File: config.mk
export PLATFORM = sky130hd
export DESIGN_NAME = sfprc_map
export DESIGN_NICKNAME = d
export VERILOG_FILES = /design/src/design/sfprc_pkg.sv /design/src/design/sfprc_map.sv
export SDC_FILE = /design/constraint.sdc
export NUM_CORES = 1
export LEC_CHECK = 0
export BUFFER_PORTS_ARGS = -buffer_cell sky130_fd_sc_hd__buf_2
export CAP_MARGIN = 20
export CORE_MARGIN = 2
export CORE_UTILIZATION = 55
export DETAILED_ROUTE_END_ITERATION = 12
export GPL_TIMING_DRIVEN = 1
export PLACE_DENSITY = 0.74
export REMOVE_ABC_BUFFERS = 1
export SYNTH_ARGS = -nofsm -noshare
export SYNTH_HDL_FRONTEND = slang
export SYNTH_SLANG_ARGS = --single-unit
File: constraint.sdc
create_clock -name clk -period 16.8 [get_ports clk]
set_clock_uncertainty 0.2 [all_clocks]
set_input_delay 0.84 -clock clk [delete_from_list [all_inputs] [get_ports clk]]
set_output_delay 0.84 -clock clk [all_outputs]
set_load 0.005 [all_outputs]
File: src/design/sfprc_pkg.sv
package sfprc_pkg;

    localparam int CH_W     = 11;
    localparam int TICK_W   = 16;
    localparam int LEN_W    = 6;
    localparam int BYTE_W   = 8;
    localparam int WORD_W   = 16;
    localparam int X_W      = 17;
    localparam int SPAN_W   = 12;
    localparam int PROD_W   = X_W + SPAN_W;
    localparam int DIV_W    = 24;
    localparam int RECIP_W  = 25;
    localparam int MUL_W    = DIV_W + RECIP_W;
    localparam int QUOT_W   = 20;
    localparam int SUM_W    = 22;
    localparam int ADDR_W   = 5;
    localparam int DATA_W   = 32;

    localparam int KEEP_BYTES = 12;

    localparam logic [BYTE_W-1:0] SYNC1_BYTE = 8'hAA;
    localparam logic [BYTE_W-1:0] SYNC2_BYTE = 8'hBB;

    // stick input range is -100..100, so the roll/pitch offset is 100
    localparam logic signed [X_W-1:0] STICK_OFFSET = 17'sd100;

    // floor(n / 25) = (n * RECIP_25) >> RECIP_SHIFT, exact for n < 2**24
    localparam logic [RECIP_W-1:0] RECIP_25    = 25'd21474837;
    localparam int                 RECIP_SHIFT = 29;

    localparam logic [CH_W-1:0]   CH_MIN_RST     = 11'd172;
    localparam logic [CH_W-1:0]   CH_MID_RST     = 11'd992;
    localparam logic [CH_W-1:0]   CH_MAX_RST     = 11'd1811;
    localparam logic [TICK_W-1:0] FAILSAFE_RST   = 16'd500;
    localparam logic [TICK_W-1:0] FRAME_PER_RST  = 16'd20;
    localparam logic [CH_W-1:0]   CH_SAT_MAX     = 11'd2047;

    typedef enum logic [2:0] {
        PH_SYNC1,
        PH_SYNC2,
        PH_LEN,
        PH_DATA,
        PH_CHECK
    } phase_t;

    typedef enum logic [2:0] {
        REG_CH_MIN,
        REG_CH_MID,
        REG_CH_MAX,
        REG_FAILSAFE,
        REG_FRAME_PERIOD
    } reg_index_t;

    typedef struct packed {
        logic              action;
        logic [BYTE_W-1:0] data_byte;
    } item_t;

    typedef struct packed {
        logic [CH_W-1:0] roll_channel;
        logic [CH_W-1:0] pitch_channel;
        logic [CH_W-1:0] throttle_channel;
        logic [CH_W-1:0] yaw_channel;
        logic            packet_accepted;
        logic            failsafe_active;
        logic            frame_due;
    } result_t;

    // per-item flags that travel alongside the mapping pipeline
    typedef struct packed {
        logic valid;
        logic accepted;
        logic safe;
        logic due;
    } flags_t;

endpackage

File: src/design/sfprc_map.sv
module sfprc_map
(
    input  logic                                   clk,
    input  logic                                   en,
    input  logic signed [sfprc_pkg::X_W-1:0]       x,
    input  logic                                   coarse,
    input  logic signed [sfprc_pkg::SPAN_W-1:0]    span,
    input  logic        [sfprc_pkg::CH_W-1:0]      base,
    output logic        [sfprc_pkg::CH_W-1:0]      value
);
    import sfprc_pkg::*;

    logic signed [PROD_W-1:0] prod_reg;
    logic signed [PROD_W-1:0] prod_next;
    logic                     coarse_reg;
    logic [MUL_W-1:0]         recip_reg;
    logic [MUL_W-1:0]         recip_next;
    logic                     neg_reg;
    logic [PROD_W-1:0]        mag;
    logic [PROD_W-1:0]        shifted;
    logic [QUOT_W-1:0]        quot;
    logic signed [SUM_W-1:0]  quot_s;
    logic signed [SUM_W-1:0]  total;

    assign prod_next = PROD_W'(x) * PROD_W'(span);

    // truncating division: divide the magnitude, then put the sign back
    // /200 is >>3 then /25, /100 is >>2 then /25
    always_comb
    begin
        mag        = prod_reg[PROD_W-1] ? PROD_W'(-prod_reg) : PROD_W'(prod_reg);
        shifted    = coarse_reg ? (mag >> 3) : (mag >> 2);
        recip_next = MUL_W'(shifted[DIV_W-1:0]) * MUL_W'(RECIP_25);
    end

    always_ff @(posedge clk)
    begin
        if (en)
        begin
            prod_reg   <= prod_next;
            coarse_reg <= coarse;
            recip_reg  <= recip_next;
            neg_reg    <= prod_reg[PROD_W-1];
        end
    end

    always_comb
    begin
        quot   = recip_reg[RECIP_SHIFT +: QUOT_W];
        quot_s = neg_reg ? -$signed({2'b00, quot}) : $signed({2'b00, quot});
        total  = quot_s + $signed(SUM_W'(base));
        if (total < 0)
        begin
            value = '0;
        end
        else if (total > $signed(SUM_W'(CH_SAT_MAX)))
        begin
            value = CH_SAT_MAX;
        end
        else
        begin
            value = total[CH_W-1:0];
        end
    end

endmodule

### Word level (Yosys, flattened, before mapping)

Cells that the tools add are included.

| word-level totals | value |
|---|---|
| register bits | 80 |
| input port bits | 43 |
| output and inout port bits | 11 |

| operators by class | value |
|---|---|
| mux-type cells | 5 |
| $mul | 2 |
| add/sub/neg operators | 3 |
| $lt $le $gt $ge | 2 |

Operators by type and width:

| cell | count |
|---|---|
| multiplier 24 x 25 -> 49 bit, second input constant | 1 |
| multiplier 17 x 12 -> 29 bit | 1 |
| two-way mux 27 bit | 1 |
| negation 27 bit | 1 |
| two-way mux 24 bit | 1 |
| adder 22 x 12 -> 22 bit | 1 |
| greater-than comparator 22 x 12 -> 1 bit, second input constant | 1 |
| < comparator 22 x 1 -> 1 bit, second input constant | 1 |
| two-way mux 11 bit | 2 |
| two-way mux 22 bit | 1 |
| negation 20 -> 22 bit | 1 |

### Depth between registers and ports, before layout

Gate-level depths: netlist (run 1).

| depth | value |
|---|---|
| depth in word-level cells | 6 |
| mapped depth | 34 |

### Worst setup path after synthesis (run 1)

No wires, ideal clock.

| path | value |
|---|---|
| path kind | reg-to-reg |
| start point | register prod_reg[2] |
| end point | register recip_reg[42], data pin |
| data arrival time | 8.572 ns |
| buffers on the path | 2 |
| data required time | 16.462 ns |
| path slack | 7.891 ns |
| period minus slack after synthesis | 8.909 ns |
| cell stages (with the launch flop) | 32 |
| path through | edfxtp_1 or3_1 clkbuf_1 nor4_2 nand2b_1 or2_1 or3_1 clkbuf_1 o211ai_1 o21ai_0 a211oi_1 ha_1 inv_1 fa_1 fa_1 fa_1 inv_1 fa_1 inv_1 fa_1 fa_1 inv_1 ha_1 a21oi_1 o21ai_0 a2111oi_0 nand4_1 nand3_1 a31oi_1 o31a_1 or4_1 nand4_1 |

| between the ends | value |
|---|---|
| word-level cells in the longest chain between the ends | 4 |

RTL lines:

| what | RTL line | text |
|---|---|---|
| start, declared | sfprc_map.sv:13 | `logic signed [PROD_W-1:0] prod_reg;` |
| start signal, assigned | sfprc_map.sv:40 | `prod_reg <= prod_next;` |
| negation 27 bit | sfprc_map.sv:31 | `mag = prod_reg[PROD_W-1] ? PROD_W'(-prod_reg) : PROD_W'(prod_reg);` |
| two-way mux 27 bit * | sfprc_map.sv:31 |  |
| two-way mux 24 bit * | sfprc_map.sv:32 | `shifted = coarse_reg ? (mag >> 3) : (mag >> 2);` |
| multiplier 24 x 25 -> 49 bit * | sfprc_map.sv:33 | `recip_next = MUL_W'(shifted[DIV_W-1:0]) * MUL_W'(RECIP_25);` |
| named net recip_next[42] | sfprc_map.sv:17 | `logic [MUL_W-1:0] recip_next;` |
| end signal, assigned | sfprc_map.sv:42 | `recip_reg <= recip_next;` |
| end, declared | sfprc_map.sv:16 | `logic [MUL_W-1:0] recip_reg;` |

The timed path passes the listed nets; every way through them passes the cells marked *.
A chain may end at the register's enable or synchronous reset.

### Worst setup path in the final report (run 1)

| path | value |
|---|---|
| start point | register prod_reg[0] |
| end point | register recip_reg[42], data pin |

| between the ends | value |
|---|---|
| word-level cells in the longest chain between the ends | 4 |

RTL lines:

| what | RTL line |
|---|---|
| negation 27 bit | sfprc_map.sv:31 |
| two-way mux 27 bit | sfprc_map.sv:31 |
| two-way mux 24 bit | sfprc_map.sv:32 |
| multiplier 24 x 25 -> 49 bit | sfprc_map.sv:33 |
| named net recip_next[42] | sfprc_map.sv:17 |

The timed path passes the listed nets, and every way through them passes these cells.

==> results_tabular.tex, run 1 <==
\begin{tabular}{lr}
\hline
Metric & Value \\
\hline
\multicolumn{2}{l}{\textbf{Final layout}} \\
Flip-flop count of the largest register after layout & 28 \\
Design Area, Final & 21300 um2 \\
Layout filler cell count & 3244 \\
Footprint of the multi-input gates & 16800 um2 \\
Area added between synthesis and finish & 4.16\% \\
Diodes inserted & 0 \\
Layout cell share with drive strength beyond 1 & 4.54\% \\
Area of all sequential standard cells & 1500 um2 \\
Final non-filler cell total & 2672 \\
Layout Utilization & 58.3\% \\
NumNets Final & 2959 \\
\multicolumn{2}{l}{\textbf{Synth}} \\
Post-Synthesis Cell Area & 20500 um2 \\
Post-Syn Area per Cell & 9.32 um2 \\
Synth Instances & 2198 \\
Share of the synthesized area in the top cell type & 38.1\% \\
Synth warn & 0 \\
Synth unique cells & 65 \\
Prevailing post-synth register cell & edfxtp\_1 \\
Seq cells post-synth & 50 \\
Fraction of registers with async set or reset after synthesis & 0\% \\
Post-synth top cells & inv\_1 (526), fa\_1 (390), ha\_1 (323), nand2\_1 (208), and2\_1 (69) \\
Count of flip-flops with a built-in enable after synthesis & 50 \\
Biggest area consumer among synthesized cells & fa\_1 \\
Top area cells in the synthesized netlist & fa\_1 (38\%), ha\_1 (20\%), inv\_1 (9.6\%) \\
Sequential element share of the synthesized area & 7.33\% \\
Most frequently used cell type in the post-synthesis netlist & inv\_1 \\
\multicolumn{2}{l}{\textbf{Route}} \\
Wire per inst & 17.0 um \\
Via-to-Cell Ratio & 5.45 \\
Post-detailed-route count of antenna-violating nets & 0 \\
Detailed-router iteration count before antenna repair & 5 \\
Remaining DRCs & 0 \\
Starting DRT DRC Count & 493 \\
Via count & 14600 \\
Total wire length after detailed routing & 45300 um \\
\multicolumn{2}{l}{\textbf{Placed design}} \\
Port bufs & 53 \\
Global placement routability congestion & 0.974 \\
Area after detailed placement & 21200 um2 \\
Placed Cells & 2663 \\
DPL Wire Length & 40300 um \\
\multicolumn{2}{l}{\textbf{Setup path}} \\
Arrival time of the worst setup path & 10.01 ns \\
Crit start category & flip-flop \\
Worst reg2reg endpoint & recip\_reg[42] \\
Cell seen most often among critical-path stages & fa\_1 \\
R2R Path Start & prod\_reg[0] \\
Path type of the worst setup path & reg2reg \\
Worst path bufs/invs & 4 \\
Highest-delay cell along the critical path & a211oi\_1 \\
R2R setup slack & 6.78 ns \\
Required time reported for the critical path endpoint & 16.79 ns \\
Critical Path End Type & flip-flop \\
Critical path fanouts, max & 10 \\
Cell count of the worst reg-to-reg path & 29 \\
Category of cells accounting for the largest share of critical-path delay & adder cells \\
CP max stage delay & 0.77 ns \\
\multicolumn{2}{l}{\textbf{STA}} \\
Final number of max-transition violations & 0 \\
Final Hold Fails & 0 \\
Period utilization & 59.7\% \\
Time the final worst path needs with I/O delays and setup & 10.02 ns \\
Final total negative setup slack & 0 ns \\
Maximum operating frequency & 0.0998 GHz \\
Slew headroom & 23.4\% \\
Final setup violation count & 0 \\
RSZ-0062 raised after global routing & no \\
Transition at the pin with the smallest max-transition slack & 1.15 ns \\
\multicolumn{2}{l}{\textbf{Clocking}} \\
Clock sink count & 50 \\
Cell chosen for the clock root & clkbuf\_16 \\
Count of H-tree levels built during CTS & 2 \\
Worst skew pair latency & 0.32 ns \\
Gates resized, CTS repair & 0 \\
Maximum buffer depth of the clock tree & 2 \\
Clock buffers created by TritonCTS & 5 \\
Clock tree from TritonCTS & yes \\
\# Post-CTS Setup Buffers & 0 \\
Cts-stage hold buffer count & 0 \\
Clock-pin slew of the registers on the worst-case setup and hold paths & 0.09 ns \\
\multicolumn{2}{l}{\textbf{Worst hold path}} \\
Worst hold stages & 1 \\
Hold Path Sink & coarse\_reg \\
Hold\_sp & coarse \\
Class of the most critical hold timing path & in2reg \\
\multicolumn{2}{l}{\textbf{GRT}} \\
Wire length of the first global-routing pass & 76700 um \\
Via count of the first global-routing pass & 15600 \\
Maximum number of pins on one net before global-route repair & 56 \\
Number of antenna violations at the first check in global routing & 0 \\
Aggregate global-route resource usage & 24.9\% \\
Overflow left after global routing & 0 \\
\multicolumn{2}{l}{\textbf{Die}} \\
DIE WIDTH & 197 um \\
DIE AREA & 38800 um2 \\
Standard-cell rows & 70 \\
Effective utilization at floorplan & 56.0\% \\
DIE HEIGHT & 197 um \\
Top-Level Pins & 54 \\
Area of the core & 36600 um2 \\
\multicolumn{2}{l}{\textbf{Run status}} \\
Outcome & complete, no violations \\
\multicolumn{2}{l}{\textbf{Run}} \\
Max capacitance violation total & 0 \\
\hline
\end{tabular}
-- metrics by stage --
step	hold WS [ns]	setup slack, ns
6_report	0.489	6.78
5_1_grt	0.491	6.20
4_1_cts	0.490	6.70
3_5_place_dp	0.676	6.73
3_3_place_gp	0.664	6.99
2_1_floorplan	0.739	7.94
-- kinds of logic after synthesis --
family / synth area share [%]
DFF: 7.33
buffers and inverters: 10.9
AOI/OAI and AO/OA: 8.19
muxes: 0.476
adders and majority gates: 57.8
xor gates and xnor gates: 3.50
and+or+nand+nor: 11.8
-- layer usage --
metal	share of wire, %	track usage (%)
met5	0	0
met1	42	31.6
met4	3.3	7.83
met3	4.7	2.63
met2	50	45.0
-- how the worst max path moves through the flow --
stage	start	end	depth (start not counted)
6_report	prod_reg[0]	recip_reg[42]	29
5_1_grt	prod_reg[0]	recip_reg[42]	29
4_1_cts	prod_reg[2]	recip_reg[42]	29
3_5_place_dp	prod_reg[2]	recip_reg[42]	29
3_3_place_gp	prod_reg[2]	recip_reg[42]	29
2_1_floorplan	prod_reg[2]	recip_reg[42]	29
-- area by class of cell --
cell class,instances,area share [%]
Clock buffer,5,0.586
Clock inverter,3,0.135
Inverter,526,9.25
Multi-Input combinational cell,1554,78.5
Sequential cell,50,7.03
Tap cell,468,2.74
Timing Repair Buffer,66,1.76
-- cell usage in the layout, fill, tap and decap left out, types with 10 or more instances in the layout --
cell and instances:
inv_1 526, fa_1 390, nor2_1 56, nor3_1 21
a21o_1 29, a211oi_1 11, ha_1 323, xnor2_1 56
o21ai_0 59, nand2_1 208, nor2b_1 10, nand4_1 10
and2_1 69, edfxtp_1 50, buf_4 12, xor2_1 26
nand3_1 28, a21oi_1 61, nand2b_1 27, buf_2 53
a31oi_1 20, or3_1 13, or2_2 12
Power of run 1 is not shown: default switching activity piles up to over one toggle a cycle in this logic, so the estimate is an artifact.
==> run 2, diff against run 1 <==
- clock period: 16.8 -> 9.3 ns (I/O delays scaled with it)
==> run 2 against run 1 <==
  * Count of clock-buffer cells in the layout unchanged
  * Sequential share of layout area down 0.089 points
  * Cell area rose by 1.3%
  * Core utilization increased by 0.75 points
  * Critical path type unchanged
  * Register-to-register slack lost 6.4 ns
  * Critical path depth is 1 higher
  * Wire length increased by 2.7%
  * Maximum frequency increased by 13%
  * Sequential cell count did not move
  * Via count increased by 1.7%
==> results_tabular.tex, run 2 (same netlist as run 1, synthesis figures left out) <==
\begin{tabular}{lr}
\hline
Metric & Value \\
\hline
\multicolumn{2}{l}{\textbf{Run status}} \\
Outcome & complete, no violations \\
\multicolumn{2}{l}{\textbf{Setup path}} \\
Worst reg2reg endpoint & recip\_reg[42] \\
Crit start category & flip-flop \\
Critical path endpoint & recip\_reg[42] \\
Critical Path End Type & flip-flop \\
Arrival time of the worst setup path & 8.86 ns \\
Crit. Startpoint & prod\_reg[2] \\
CP max stage delay & 0.53 ns \\
Highest-delay cell along the critical path & fa\_1 \\
Required time reported for the critical path endpoint & 9.27 ns \\
Critical path fanouts, max & 10 \\
Number of gates on the worst path with buffers counted & 30 \\
R2R Path Start & prod\_reg[2] \\
Path type of the worst setup path & reg2reg \\
Cell count of the worst reg-to-reg path & 30 \\
Worst path bufs/invs & 5 \\
Category of cells accounting for the largest share of critical-path delay & adder cells \\
Cell seen most often among critical-path stages & fa\_1 \\
R2R setup slack & 0.41 ns \\
\multicolumn{2}{l}{\textbf{STA}} \\
Transition at the pin with the smallest max-transition slack & 0.864 ns \\
Final Hold Fails & 0 \\
Maximum operating frequency & 0.113 GHz \\
Period utilization & 95.5\% \\
Final number of max-transition violations & 0 \\
Slew headroom & 42.4\% \\
Final setup violation count & 0 \\
Time the final worst path needs with I/O delays and setup & 8.89 ns \\
\multicolumn{2}{l}{\textbf{GRT}} \\
Maximum number of pins on one net before global-route repair & 51 \\
Wire length of the first global-routing pass & 79100 um \\
Number of antenna violations at the first check in global routing & 0 \\
Via count of the first global-routing pass & 15800 \\
Overflow left after global routing & 0 \\
Aggregate global-route resource usage & 25.7\% \\
\multicolumn{2}{l}{\textbf{Clocking}} \\
Maximum buffer depth of the clock tree & 2 \\
Cell chosen for the clock root & clkbuf\_16 \\
Clock tree from TritonCTS & yes \\
Count of H-tree levels built during CTS & 2 \\
Clock buffers created by TritonCTS & 5 \\
Clock-pin slew of the registers on the worst-case setup and hold paths & 0.08 ns \\
Clock sink count & 50 \\
Worst skew pair latency & 0.32 ns \\
Cts-stage hold buffer count & 0 \\
\multicolumn{2}{l}{\textbf{Die}} \\
Effective utilization at floorplan & 56.0\% \\
Area of the core & 36600 um2 \\
Standard-cell rows & 70 \\
DIE WIDTH & 197 um \\
DIE HEIGHT & 197 um \\
DIE AREA & 38800 um2 \\
Top-Level Pins & 54 \\
\multicolumn{2}{l}{\textbf{Final layout}} \\
NumNets Final & 2985 \\
Most common library cell in the layout ignoring fill and taps & inv\_1 \\
Flip-flop count of the largest register after layout & 28 \\
Area added between synthesis and finish & 5.49\% \\
Design Area, Final & 21600 um2 \\
Commonest cells after routing, fill and taps aside & inv\_1 (525), fa\_1 (390), ha\_1 (323), nand2\_1 (208), and2\_1 (69) \\
Layout cell share with drive strength beyond 1 & 6.19\% \\
\multicolumn{2}{l}{\textbf{Route}} \\
Remaining DRCs & 0 \\
Via-to-Cell Ratio & 5.48 \\
Starting DRT DRC Count & 555 \\
Total wire length after detailed routing & 46500 um \\
Wire per inst & 17.2 um \\
Via count & 14800 \\
Detailed-router iteration count before antenna repair & 5 \\
Post-detailed-route count of antenna-violating nets & 0 \\
\multicolumn{2}{l}{\textbf{Placed design}} \\
Area after detailed placement & 21300 um2 \\
Port bufs & 53 \\
Global placement routability congestion & 0.958 \\
DPL Wire Length & 41300 um \\
\multicolumn{2}{l}{\textbf{Worst hold path}} \\
Hold\_sp & coarse \\
Class of the most critical hold timing path & in2reg \\
\multicolumn{2}{l}{\textbf{Run}} \\
Max capacitance violation total & 0 \\
\hline
\end{tabular}
==> run 2: changes by cell type in the layout (fill, tap and decap cells not counted), moves of 2 or more <==
cell	change
buf_4	+26
a211oi_1	-2
a211oi_2	+2
a22oi_1	-2
a22oi_2	+2
clkinv_4	-2
==> run 2: what timing repair did <==
item                       4_1_cts  5_1_grt
setup endpoints to repair        0       14
resized for setup                0       14
setup buffers                    0        4
==> run 2: through the flow <==
| step | utilization [%] | hold WS (ns) | std cells | TNS, ns | worst slack, ns |
|---|---|---|---|---|---|
| finish | 59.0 | 0.115 | 2699 | 0 | 0.414 |
| global route | 59.0 | 0.112 | 2698 | -0.0530 | -0.0530 |
| CTS | 58.7 | 0.114 | 2693 | 0 | 0.116 |
| detailed placement | 58.3 | 0.449 | 2685 | 0 | 0.140 |
| global placement | 58.3 | 0.447 | 2685 | 0 | 0.324 |
| floorplan | - | 0.364 | 2130 | 0 | 0.437 |
==> run 2: layout make-up <==
class	instances	area [um2]
antenna	1	2.50
clock buffer	5	125
clock inverter	3	43.8
fill	3140	15000
inverter	526	1970
multi-input combinational	1554	16800
sequential	50	1500
tap	468	586
timing repair buffer	92	571
==> run 2: worst min path at each step <==
stage,cells after the start,end
5_1_grt,1,coarse_reg
3_5_place_dp,1,coarse_reg
3_3_place_gp,1,coarse_reg
6_report,1,coarse_reg
2_1_floorplan,0,coarse_reg
4_1_cts,1,coarse_reg
==> run 2: per-layer routing <==
metal	vias to the layer above	global-route usage, %	part of all wire (%)
met3	53	2.39	4.2
li1	7015	-	-
met4	0	5.60	2.2
met1	7374	32.5	42
met2	355	47.6	52
met5	-	0	0
Power of run 2 is left out for the same reason.
